[src/rtl/core/mcmp_pkg.sv]
`default_nettype none
package mcmp_pkg;

  localparam int unsigned ByteW  = 8;
  localparam int unsigned ChanW  = 4;
  localparam int unsigned KeyW   = 7;
  localparam int unsigned KindW  = 2;
  localparam int unsigned StateW = 3;

  // running status codes
  localparam logic [StateW-1:0] ST_NONE     = 3'd0;
  localparam logic [StateW-1:0] ST_NOTE_ON  = 3'd1;
  localparam logic [StateW-1:0] ST_NOTE_OFF = 3'd2;
  localparam logic [StateW-1:0] ST_CC       = 3'd3;
  localparam logic [StateW-1:0] ST_BEND     = 3'd4;

  // event kinds
  localparam logic [KindW-1:0] EV_NOTE_ON  = 2'd0;
  localparam logic [KindW-1:0] EV_NOTE_OFF = 2'd1;
  localparam logic [KindW-1:0] EV_CC       = 2'd2;
  localparam logic [KindW-1:0] EV_BEND     = 2'd3;

  // status nibbles
  localparam logic [3:0] NIB_NOTE_OFF = 4'h8;
  localparam logic [3:0] NIB_NOTE_ON  = 4'h9;
  localparam logic [3:0] NIB_CC       = 4'hB;
  localparam logic [3:0] NIB_BEND     = 4'hE;
  localparam logic [3:0] NIB_SYSTEM   = 4'hF;

  typedef struct packed {
    logic [KindW-1:0] kind;
    logic [KeyW-1:0]  key;
    logic [KeyW-1:0]  value;
  } event_t;

endpackage
`default_nettype wire

[src/rtl/core/mcmp_parser.sv]
`default_nettype none
module mcmp_parser (
  input  wire logic                       clk_i,
  input  wire logic                       rst_ni,
  input  wire logic                       cfg_we_i,
  input  wire logic [mcmp_pkg::ChanW-1:0] cfg_chan_i,
  input  wire logic                       step_i,
  input  wire logic [mcmp_pkg::ByteW-1:0] byte_i,
  output logic                            evt_valid_o,
  output mcmp_pkg::event_t                evt_o
);
  import mcmp_pkg::*;

  logic [ChanW-1:0]  chan_q;
  logic [StateW-1:0] rs_q, rs_d;
  logic              note_pend_q, note_pend_d;
  logic              cc_pend_q, cc_pend_d;
  logic              bend_pend_q, bend_pend_d;
  logic [KeyW-1:0]   held_note_q, held_note_d;
  logic [KeyW-1:0]   held_cc_q, held_cc_d;
  logic [KeyW-1:0]   playing_q, playing_d;
  logic [KeyW-1:0]   data7;

  assign data7 = byte_i[KeyW-1:0];

  always_comb begin
    rs_d        = rs_q;
    note_pend_d = note_pend_q;
    cc_pend_d   = cc_pend_q;
    bend_pend_d = bend_pend_q;
    held_note_d = held_note_q;
    held_cc_d   = held_cc_q;
    playing_d   = playing_q;
    evt_valid_o = 1'b0;
    evt_o       = '{kind: EV_NOTE_ON, key: '0, value: '0};

    if (byte_i[7:4] == NIB_SYSTEM) begin
      // system bytes leave everything alone
    end else if (byte_i[7]) begin
      note_pend_d = 1'b0;
      cc_pend_d   = 1'b0;
      bend_pend_d = 1'b0;
      if (byte_i[3:0] != chan_q) begin
        rs_d = ST_NONE;
      end else begin
        case (byte_i[7:4])
          NIB_NOTE_ON:  rs_d = ST_NOTE_ON;
          NIB_NOTE_OFF: rs_d = ST_NOTE_OFF;
          NIB_CC:       rs_d = ST_CC;
          NIB_BEND:     rs_d = ST_BEND;
          default:      rs_d = ST_NONE;
        endcase
      end
    end else begin
      case (rs_q)
        ST_NOTE_ON, ST_NOTE_OFF: begin
          if (!note_pend_q) begin
            held_note_d = data7;
            note_pend_d = 1'b1;
          end else begin
            note_pend_d = 1'b0;
            if (rs_q == ST_NOTE_ON && data7 != '0) begin
              playing_d   = held_note_q;
              evt_valid_o = 1'b1;
              evt_o       = '{kind: EV_NOTE_ON, key: held_note_q, value: data7};
            end else if (held_note_q == playing_q) begin
              evt_valid_o = 1'b1;
              evt_o       = '{kind: EV_NOTE_OFF, key: held_note_q, value: '0};
            end
          end
        end
        ST_CC: begin
          if (!cc_pend_q) begin
            held_cc_d = data7;
            cc_pend_d = 1'b1;
          end else begin
            cc_pend_d   = 1'b0;
            evt_valid_o = 1'b1;
            evt_o       = '{kind: EV_CC, key: held_cc_q, value: data7};
          end
        end
        ST_BEND: begin
          // lsb is dropped, only the msb is reported
          if (!bend_pend_q) begin
            bend_pend_d = 1'b1;
          end else begin
            bend_pend_d = 1'b0;
            evt_valid_o = 1'b1;
            evt_o       = '{kind: EV_BEND, key: '0, value: data7};
          end
        end
        default: ;
      endcase
    end
  end

  always_ff @(posedge clk_i or negedge rst_ni) begin
    if (!rst_ni) begin
      chan_q      <= '0;
      rs_q        <= ST_NONE;
      note_pend_q <= 1'b0;
      cc_pend_q   <= 1'b0;
      bend_pend_q <= 1'b0;
      held_note_q <= '0;
      held_cc_q   <= '0;
      playing_q   <= '0;
    end else begin
      if (cfg_we_i) begin
        chan_q <= cfg_chan_i;
      end
      if (step_i) begin
        rs_q        <= rs_d;
        note_pend_q <= note_pend_d;
        cc_pend_q   <= cc_pend_d;
        bend_pend_q <= bend_pend_d;
        held_note_q <= held_note_d;
        held_cc_q   <= held_cc_d;
        playing_q   <= playing_d;
      end
    end
  end

endmodule
`default_nettype wire

[src/rtl/core/midi_channel_message_parser_unit.sv]
`default_nettype none
// channel   dir  handshake                 payload
// s_axis    in   s_axis_tvalid/tready      tdata[7:0] data_byte
// m_axis    out  m_axis_tvalid/tready      tdata[13:0] key,value; tuser[1:0] kind
// cfg       in   cfg_valid_i/cfg_ready_o   cfg_data_i[3:0] listen_channel
//
// one byte per cycle sustained while the output is not stalled; a byte waits in
// the input register and its event, if any, is loaded into the output register
// when the byte steps the parser.
// reset clears running status, pair counters, held notes and the channel.
// a stalled output holds its beat and the input register stalls behind it.
module midi_channel_message_parser_unit (
  input  wire logic                       clk_i,
  input  wire logic                       rst_ni,
  input  wire logic                       s_axis_tvalid,
  output logic                            s_axis_tready,
  input  wire logic [7:0]                 s_axis_tdata,  // [7:0] data_byte
  output logic                            m_axis_tvalid,
  input  wire logic                       m_axis_tready,
  output logic [15:0]                     m_axis_tdata,  // [6:0] key, [13:7] value, pad
  output logic [1:0]                      m_axis_tuser,  // [1:0] event_kind
  input  wire logic                       cfg_valid_i,
  output logic                            cfg_ready_o,
  input  wire logic [mcmp_pkg::ChanW-1:0] cfg_data_i
);
  import mcmp_pkg::*;

  logic             in_valid_q;
  logic [ByteW-1:0] in_byte_q;
  logic             out_valid_q;
  event_t           out_evt_q;
  logic             out_free;
  logic             step;
  logic             evt_valid;
  event_t           evt;

  assign out_free      = !out_valid_q || m_axis_tready;
  assign step          = in_valid_q && out_free;
  assign s_axis_tready = !in_valid_q || step;
  assign cfg_ready_o   = 1'b1;

  mcmp_parser u_parser (
    .clk_i       (clk_i),
    .rst_ni      (rst_ni),
    .cfg_we_i    (cfg_valid_i),
    .cfg_chan_i  (cfg_data_i),
    .step_i      (step),
    .byte_i      (in_byte_q),
    .evt_valid_o (evt_valid),
    .evt_o       (evt)
  );

  always_ff @(posedge clk_i or negedge rst_ni) begin
    if (!rst_ni) begin
      in_valid_q  <= 1'b0;
      out_valid_q <= 1'b0;
    end else begin
      if (s_axis_tready) begin
        in_valid_q <= s_axis_tvalid;
      end
      if (out_free) begin
        out_valid_q <= step && evt_valid;
      end
    end
  end

  always_ff @(posedge clk_i) begin
    if (s_axis_tvalid && s_axis_tready) begin
      in_byte_q <= s_axis_tdata;
    end
    if (step && evt_valid && out_free) begin
      out_evt_q <= evt;
    end
  end

  assign m_axis_tvalid = out_valid_q;
  assign m_axis_tdata  = {2'b00, out_evt_q.value, out_evt_q.key};
  assign m_axis_tuser  = out_evt_q.kind;

endmodule
`default_nettype wire

[config.mk]
export PLATFORM = sky130hd
export DESIGN_NAME = midi_channel_message_parser_unit
export DESIGN_NICKNAME = d
export VERILOG_FILES = /design/src/rtl/core/mcmp_pkg.sv /design/src/rtl/core/mcmp_parser.sv /design/src/rtl/core/midi_channel_message_parser_unit.sv
export SDC_FILE = /design/constraint.sdc
export NUM_CORES = 1
export LEC_CHECK = 0
export ABC_AREA = 1
export BUFFER_PORTS_ARGS = -buffer_cell sky130_fd_sc_hd__buf_2
export CAP_MARGIN = 20
export CORE_AREA = 2 2 81 83
export CTS_BUF_LIST = sky130_fd_sc_hd__clkbuf_8
export DETAILED_ROUTE_END_ITERATION = 8
export DIE_AREA = 0 0 83 85
export MAX_ROUTING_LAYER = met4
export PLACE_DENSITY = 0.67
export SLEW_MARGIN = 20
export SYNTH_ARGS = -nofsm -noshare
export SYNTH_HDL_FRONTEND = slang
export SYNTH_SLANG_ARGS = --single-unit
[constraint.sdc]
create_clock -name clk_i -period 1.8 [get_ports clk_i]
set_input_delay 0.36 -clock clk_i [delete_from_list [all_inputs] [get_ports clk_i]]
set_output_delay 0.36 -clock clk_i [all_outputs]
set_load 0.01 [all_outputs]
==> results of run 1 <==
-- where the power goes --
part | total (mW) | switching, mW | internal, mW
Combinational | 0.408 | 0.237 | 0.172
Clock | 1.56 | 0.507 | 1.05
Sequential | 1.56 | 0.109 | 1.45
-- metal layers --
| metal | GRT usage, % | part of all wire, % | vias to the layer above |
|---|---|---|---|
| met5 | - | 0 | - |
| met4 | 7.60 | 2.4 | 0 |
| met3 | 3.70 | 5.5 | 11 |
| met2 | 24.3 | 47 | 54 |
| met1 | 19.8 | 45 | 827 |
| li1 | - | - | 893 |
-- kinds of logic after synthesis --
| kind of cell | count (synthesis) |
|---|---|
| AOI/OAI and AO/OA | 37 |
| and+or+nand+nor | 99 |
| buffers and inverters | 38 |
| muxes | 4 |
| xor gates and xnor gates | 9 |
| DFF | 57 |
| other | 2 |
-- sequential cells by signal (all words and copies together) (netlist names) --
register / cells
u_parser.cc_pend_q: 1
u_parser.playing_q: 7
m_axis_tvalid: 1
u_parser.held_cc_q: 7
in_valid_q: 1
u_parser.note_pend_q: 1
u_parser.held_note_q: 7
u_parser.bend_pend_q: 1
u_parser.chan_q: 4
m_axis_tdata: 14
u_parser.rs_q: 3
in_byte_q: 8
m_axis_tuser: 2
-- cells in the final DEF, fill, tap and decap left out, types with 5 or more instances in the layout --
master	count
buf_2	34
nor2_4	5
buf_4	9
dfrtp_1	33
o21ai_2	15
o21ai_1	8
nor3_2	8
xnor2_1	8
clkbuf_8	9
inv_1	26
nand2_1	49
a21oi_2	7
edfxtp_1	24
nand2_2	14
-- critical path, cell delays in order (launching register included) --
cell	delay, ns
edfxtp_1	0.43
nor3_1	0.20
nand4_1	0.20
nand3_2	0.16
nand2_4	0.06
o21ai_2	0.14
inv_1	0.08
buf_4	0.18
-- through the flow --
| stage | hold slack (ns) | power [mW] |
|---|---|---|
| 2_1_floorplan | 0.0644 | 1.88 |
| 5_1_grt | 0.0936 | 3.69 |
| 6_report | 0.0503 | 3.52 |
| 4_1_cts | 0.0624 | 3.54 |
| 3_5_place_dp | 0.423 | 1.98 |
| 3_3_place_gp | 0.420 | 1.97 |
-- what timing repair did --
item	4_1_cts	5_1_grt
buffers inserted	0	1
endpoints found under the setup margin	0	11
resized for setup	0	1
hold buffers	0	0
-- area by class of cell --
class / count / area share (%)
multi-input cells: 152 / 30.6
repair buffers: 43 / 7.28
inverters: 30 / 3.87
well taps: 77 / 2.95
clock buffers: 9 / 3.79
clock inverters: 7 / 4.14
flip-flops and latches: 57 / 47.4
-- worst paths after layout --
kind / from / to / slack, ns / cells past startpoint
max: in_byte_q[3]$_DFFE_PP_ / m_axis_tdata[13]$_SDFFCE_PN0P_ / 0.11 / 7
min: rst_ni / u_parser.playing_q[1]$_DFFE_PN0P_ / 0.05 / 2
max reg2reg: in_byte_q[3]$_DFFE_PP_ / m_axis_tdata[13]$_SDFFCE_PN0P_ / 0.11 / 7
min reg2reg: u_parser.held_cc_q[4]$_DFFE_PN0P_ / u_parser.held_cc_q[4]$_DFFE_PN0P_ / 0.49 / 2
max in group asynchronous: rst_ni / u_parser.held_cc_q[5]$_DFFE_PN0P_ / 1.44 / 2
min in group clk_i: s_axis_tdata[2] / in_byte_q[2]$_DFFE_PP_ / 0.20 / 1
==> run_results.csv, run 1 <==
group,metric,value,unit
floorplanning,die_y,85,um
final_layout,diodes,0,
final_layout,nFillCells,544,
floorplanning,die_w,83,um
run,max-cap-violations,0,
final_layout,final_nets,310,
routing,vias_per_cell,4.76,
cts,cts_buffer_depth,2,
global_routing,antenna_found_initial,0,
sta,period_share,94.0,%
cts,clk_latency,0.34,ns
yosys,yosysWarnings,0,
worst_setup_path,endpoint_kind,"register",
yosys,synth_xor_area_share,2.90,%
placed_design,place_inst,358,
routing,drt_iter0_markers,82,
final_layout,multiInputGateArea,998,um2
pwr,power_density,1080,nW/um2
min_path,min_path_type,"input pin to asynchronous set/reset pin",
final_layout,final_layout_size_suffix_gt1_share,43.0,%
floorplanning,die_area,7060,um2
yosys,yosys-top-cells-count,"nand2_1, dfrtp_1, edfxtp_1, inv_1, o21ai_2",
cts,numCtsBuffers,9,
worst_setup_path,path_class,"register to register",
final_layout,design_area,3260,um2
worst_setup_path,start_kind,"register",
placed_design,dp_hpwl,3.51,mm
cts,htreeDepth,3,
yosys,synth_top_area_share,30.3,%
yosys,synthMuxAreaShare,1.65,%
yosys,ys_ff_latch,57,
global_routing,grt-ovfl-total,0,
worst_setup_path,cp.required,1.90,ns
final_layout,regArea,1550,um2
floorplanning,pin_count,38,
sta,min_period,1.69,ns
global_routing,grt_pass1_wl,8.26,mm
sta,finalHoldViolCount,0,
floorplanning,start_util,43.9,%
sta,fmax,0.591,GHz
placed_design,gp_congestion,0.781,
placed_design,dpl-instance-area,2990,um2
outcome,status,"complete, no violations",
final_layout,layoutNonFillerInstCount,375,
final_layout,post-route-util,52.6,%
yosys,yosysSeqAreaShare,56.8,%
sta,slew_viol_final,0,
yosys,yosys.area_share.simple,21.3,%
worst_setup_path,critPathArrivalTime,1.79,ns
sta,finalSetupViolCount,0,
floorplanning,core,6200,um2
worst_setup_path,path_max_fanout,9,
yosys,synthAdderAreaFrac,0,%
yosys,ys_types,34,
floorplanning,rows,29,
routing,dr.pass1.iters,4,
yosys,synthTopCellsByArea,"dfrtp_1, edfxtp_1, nand2_1",
yosys,synth_area,2720,um2
yosys,synth_compound_area_share,10.2,%
yosys,synth_top_family_by_area,"simple AND/OR/NAND/NOR gates",
sta,tns,0,ns
yosys,synth.most_common_cell,"nand2_1",
final_layout,area_growth,19.9,%
global_routing,grt_usage,15.8,%
cts,clkTransAtPathRegs,0.07,ns
cts,cts-root-buf,"clkbuf_8",
pwr,p_leak,1.40,nW
routing,post-route-drc-count,0,
global_routing,first_global_vias,1730,
cts,clock-sinks,57,
sta,fin_skew,0.00977,ns
routing,num_vias,1785,
sta,worst_slack,0.108,ns
yosys,ys.flop_type,"dfrtp_1",
sta,grt_setup_unrepaired,"no",
yosys,synth_cells,246,
placed_design,port_buffers,34,
yosys,yosysTopAreaCell,"dfrtp_1",
global_routing,grt_start_max_net_pins,34,
pwr,peakVddDrop,0.552,mV
yosys,synth_edf_count,24,
placed_design,dp_slack,0.109,ns
yosys,syn_avg_cell_area,11.1,um2
routing,routedWlPerCell,12.8,um
cts,cts_tree,"built",
yosys,synthArstFlopShare,57.9,%
routing,postRouteAntennaNets,0,
routing,routed_wl,4.80,mm
No activity file was read; power rests on OpenSTA's default activity.
==> run 2: changes to the inputs <==
--- a/config.mk
+++ b/config.mk
@@ -9,10 +9,10 @@
 export BUFFER_PORTS_ARGS = -buffer_cell sky130_fd_sc_hd__buf_2
 export CAP_MARGIN = 20
-export CORE_AREA = 2 2 81 83
+export CORE_AREA = 2 2 96 71
 export CTS_BUF_LIST = sky130_fd_sc_hd__clkbuf_8
 export DETAILED_ROUTE_END_ITERATION = 8
-export DIE_AREA = 0 0 83 85
+export DIE_AREA = 0 0 98 73
 export MAX_ROUTING_LAYER = met4
-export PLACE_DENSITY = 0.67
+export PLACE_DENSITY = 0.66
 export SLEW_MARGIN = 20
 export SYNTH_ARGS = -nofsm -noshare
==> constraint.sdc (replaced) <==
create_clock -name clk_i -period 1.8 [get_ports clk_i]
set_input_delay 0.36 -clock clk_i [delete_from_list [all_inputs] [get_ports clk_i]]
set_output_delay 0.36 -clock clk_i [all_outputs]
set_load 0.05 [all_outputs]
==> run_results.csv, run 2 (synthesized netlist as in run 1, its figures left out) <==
group,metric,value,unit
sta,finalHoldViolCount,0,
final_layout,diodes,0,
floorplanning,rows,25,
worst_setup_path,cp.required,1.91,ns
routing,num_vias,1803,
floorplanning,core,6350,um2
sta,grt_setup_unrepaired,"no",
cts,clock-sinks,57,
cts,clkTransAtPathRegs,0.07,ns
sta,period_share,92.3,%
floorplanning,die_area,7150,um2
cts,cts_tree,"built",
pwr,p_clk_share,41.0,%
cts,cts-root-buf,"clkbuf_8",
cts,cts_buffer_depth,2,
global_routing,first_global_vias,1716,
floorplanning,die_y,73,um
floorplanning,die_w,98,um
pwr,totalPowerFinal,3.45,mW
routing,post-route-drc-count,0,
worst_setup_path,start_kind,"register",
run,max-cap-violations,0,
global_routing,grt_start_max_net_pins,34,
outcome,status,"complete, no violations",
routing,postRouteAntennaNets,0,
routing,vias_per_cell,4.70,
pwr,internal_power,2.56,mW
sta,tns,0,ns
pwr,p_leak,1.41,nW
final_layout,area_growth,20.8,%
placed_design,port_buffers,34,
placed_design,dp_slack,0.142,ns
worst_setup_path,critPathArrivalTime,1.77,ns
sta,min_period,1.66,ns
pwr,power_frac_comb,14.2,%
pwr,peakVddDrop,0.588,mV
final_layout,largest_register_ffs,14,
floorplanning,start_util,42.9,%
cts,htreeDepth,3,
final_layout,post-route-util,51.8,%
global_routing,grt_pass1_wl,8.77,mm
sta,slew_viol_final,0,
sta,fin_skew,0.00873,ns
floorplanning,pin_count,38,
routing,routedWlPerCell,13.5,um
global_routing,antenna_found_initial,0,
global_routing,grt-ovfl-total,0,
cts,cts_hold_buffers,0,
worst_setup_path,endpoint_kind,"register",
final_layout,final_cell_mix,"nand2_1, buf_2, dfrtp_1",
cts,post_cts_resize_count,0,
cts,clk_latency,0.35,ns
placed_design,dp_hpwl,3.78,mm
pwr,switching_share,25.9,%
final_layout,final_layout_size_suffix_gt1_share,43.9,%
pwr,power_density,1050,nW/um2
min_path,min_path_type,"input pin to asynchronous set/reset pin",
worst_setup_path,path_class,"register to register",
sta,fmax,0.602,GHz
routing,routed_wl,5.17,mm
sta,worst_slack,0.138,ns
routing,drt_iter0_markers,104,
cts,numCtsBuffers,9,
placed_design,gp_congestion,0.792,
pwr,switchingPower,0.892,mW
routing,dr.pass1.iters,4,
final_layout,final_nets,315,
pwr,seqPwrFrac,44.7,%
sta,finalSetupViolCount,0,
final_layout,final_common_cell,"nand2_1",
global_routing,grt_usage,17.1,%
worst_setup_path,path_max_fanout,16,
==> run 2: routing by layer <==
layer  part of all wire (%)  global-route usage, %  vias to the layer above
met1                     52                   24.9                      840
met3                    5.5                   5.36                       11
met4                    1.7                   7.87                        0
li1                       -                      -                      906
met2                     40                   21.4                       46
met5                      0                      -                        -
==> run 2: final timing paths <==
kind                                                   start                           endpoint  slack (ns)  cells after the start
max                                   in_byte_q[6]$_DFFE_PP_      m_axis_tdata[4]$_SDFFCE_PN0P_        0.14                      7
min                                                   rst_ni     u_parser.chan_q[0]$_DFFE_PN0P_        0.02                      2
max reg2reg                           in_byte_q[6]$_DFFE_PP_      m_axis_tdata[4]$_SDFFCE_PN0P_        0.14                      7
min reg2reg                u_parser.held_cc_q[2]$_DFFE_PN0P_  u_parser.held_cc_q[2]$_DFFE_PN0P_        0.49                      2
max in group asynchronous                             rst_ni  u_parser.playing_q[2]$_DFFE_PN0P_        1.45                      2
min in group clk_i                           s_axis_tdata[5]             in_byte_q[5]$_DFFE_PP_        0.19                      1
==> run 2: area by class of cell <==
class	count	area (um2)
clock inverter	7	110
tap	81	101
fill	587	3060
inverter	30	126
clock buffer	9	124
sequential	57	1550
timing repair buffer	48	288
multi-input combinational	152	993
==> run 2: critical path, cell delays in order, from the launching register on <==
cell and delay, ns:
edfxtp_1 0.43, nor3_1 0.19, nand4_1 0.21, nand3_2 0.17, nand2_4 0.06, o21ai_2 0.13, inv_1 0.08, buf_12 0.15
==> run 2: power by group through the flow <==
stage	logic, mW	clock network (mW)	registers, mW
6_report	0.491	1.42	1.54
5_1_grt	0.546	1.49	1.56
4_1_cts	0.493	1.45	1.54
3_5_place_dp	0.491	0	1.57
3_3_place_gp	0.481	0	1.56
2_1_floorplan	0.333	0	1.56
==> run 2: timing repair <==
action / CTS / global route
hold endpoints to repair: 0 / 0
endpoints found under the setup margin: 0 / 16
buffers inserted: 0 / 3
==> run 2: stage by stage <==
step | hold slack [ns] | cell area (um2) | cells
global route | 0.0794 | 3290 | 384
floorplan | 0.0644 | 2730 | 247
global placement | 0.415 | 3030 | 365
CTS | 0.0381 | 3270 | 381
detailed placement | 0.414 | 3030 | 365
finish | 0.0244 | 3290 | 384
==> run 3: changes to the inputs <==
- PLACE_DENSITY: 0.66 -> 0.7
==> run_results.csv, run 3 (synthesized netlist as in run 1, its figures left out) <==
group,metric,value,unit
cts,numCtsBuffers,9,
global_routing,antenna_found_initial,0,
final_layout,largest_register_ffs,14,
routing,routed.top_layer,"met4",
worst_setup_path,endpoint_kind,"register",
sta,tns,0,ns
cts,clkTransAtPathRegs,0.07,ns
final_layout,diodes,0,
routing,route.met3.wl,351,um
routing,num_vias,1805,
routing,met2_length,2.23,mm
cts,cts_tree,"built",
pwr,power_density,969,nW/um2
cts,htreeDepth,3,
pwr,peakVddDrop,0.428,mV
routing,post-route-drc-count,0,
placed_design,gp_congestion,0.797,
floorplanning,rows,25,
floorplanning,core,6350,um2
floorplanning,die_y,73,um
global_routing,grt_pass1_wl,8.84,mm
routing,routed_wl,5.29,mm
pwr,p_leak,1.38,nW
routing,routedWlPerCell,14.0,um
global_routing,grt-ovfl-total,0,
sta,finalHoldViolCount,0,
sta,min_period,1.69,ns
sta,fmax,0.590,GHz
routing,wl_met1,2.65,mm
placed_design,port_buffers,34,
worst_setup_path,cp.required,1.90,ns
floorplanning,pin_count,38,
final_layout,final_common_cell,"nand2_1",
final_layout,final_cell_mix,"nand2_1, buf_2, dfrtp_1",
global_routing,grt_start_max_net_pins,34,
routing,postRouteAntennaNets,0,
worst_setup_path,path_class,"register to register",
cts,post_cts_resize_count,0,
min_path,min_path_type,"input pin to asynchronous set/reset pin",
routing,vias_per_cell,4.76,
worst_setup_path,path_max_fanout,16,
placed_design,place_inst,362,
routing,drt_iter0_markers,104,
cts,cts_hold_buffers,0,
placed_design,dp_hpwl,3.88,mm
sta,finalSetupViolCount,0,
global_routing,first_global_vias,1774,
final_layout,area_growth,17.4,%
global_routing,grt_usage,17.1,%
floorplanning,die_area,7150,um2
sta,fin_skew,0.00908,ns
outcome,status,"complete, no violations",
worst_setup_path,critPathArrivalTime,1.79,ns
cts,cts_setup_buffers,0,
worst_setup_path,ff2ff_path_depth,7,
cts,cts-root-buf,"clkbuf_8",
cts,clk_latency,0.33,ns
sta,slew_viol_final,0,
final_layout,layoutNonFillerInstCount,379,
routing,dr.pass1.iters,4,
sta,period_share,94.2,%
final_layout,final_nets,310,
floorplanning,start_util,42.9,%
cts,cts_buffer_depth,2,
run,max-cap-violations,0,
floorplanning,die_w,98,um
cts,clock-sinks,57,
final_layout,final_layout_size_suffix_gt1_share,42.3,%
worst_setup_path,start_kind,"register",
[run 3: cell types whose count changed in the layout (fill, tap and decap cells not counted)]
cell and change:
clkinvlp_4 -1, clkinv_2 +1, inv_1 +2, bufinv_16 -2, buf_4 -5
[run 3: worst paths after layout]
path                                                   startpoint                                   to  slack (ns)
max in group asynchronous                                  rst_ni  u_parser.held_note_q[6]$_DFFE_PN0P_        1.43
worst min-delay path                                       rst_ni         u_parser.rs_q[0]$_DFFE_PN0P_        0.05
worst min register to register  u_parser.held_cc_q[1]$_DFFE_PN0P_    u_parser.held_cc_q[1]$_DFFE_PN0P_        0.49
worst max register to register             in_byte_q[2]$_DFFE_PP_        m_axis_tdata[9]$_SDFFCE_PN0P_        0.11
worst max-delay path                       in_byte_q[2]$_DFFE_PP_        m_axis_tdata[9]$_SDFFCE_PN0P_        0.11
min in group clk_i                                s_axis_tdata[1]               in_byte_q[1]$_DFFE_PP_        0.20
[run 3: per-stage QoR]
| step | setup WS (ns) | hold WS [ns] | util, % | power, mW | cell area [um2] |
|---|---|---|---|---|---|
| 2_1_floorplan | 0.00878 | 0.0644 | - | 1.89 | 2730 |
| 3_3_place_gp | 0.179 | 0.418 | 47.4 | 2.01 | 3010 |
| 3_5_place_dp | 0.129 | 0.420 | 47.4 | 2.02 | 3010 |
| 4_1_cts | 0.118 | 0.0536 | 50.2 | 3.13 | 3190 |
| 5_1_grt | -0.0189 | 0.0782 | 50.3 | 3.25 | 3200 |
| 6_report | 0.105 | 0.0493 | 50.3 | 3.10 | 3200 |
[run 3: per-layer routing]
layer | track usage [%] | vias up
met2 | 23.5 | 59
met4 | 6.02 | 0
met1 | 23.4 | 839
met3 | 6.42 | 9
li1 | - | 898
met5 | - | -
[run 3: power by group]
part           internal (mW)  switching (mW)  total [mW]
Sequential              1.45           0.111        1.56
Combinational          0.177           0.262       0.440
Clock                  0.614           0.486        1.10
[run 3: layout make-up]
class / instances / area, um2
clock inverters: 7 / 55.1
clock buffers: 9 / 124
flip-flops and latches: 57 / 1550
well taps: 81 / 101
fillers: 600 / 3150
repair buffers: 43 / 250
inverters: 30 / 126
multi-input cells: 152 / 993
[run 3: critical path, stage by stage, from the launching register on]
cell      delay (ns)
edfxtp_1        0.43
nor3_1          0.21
nand4_1         0.20
nand3_2         0.16
nand2_4         0.06
o21ai_2         0.14
inv_1           0.09
buf_12          0.16
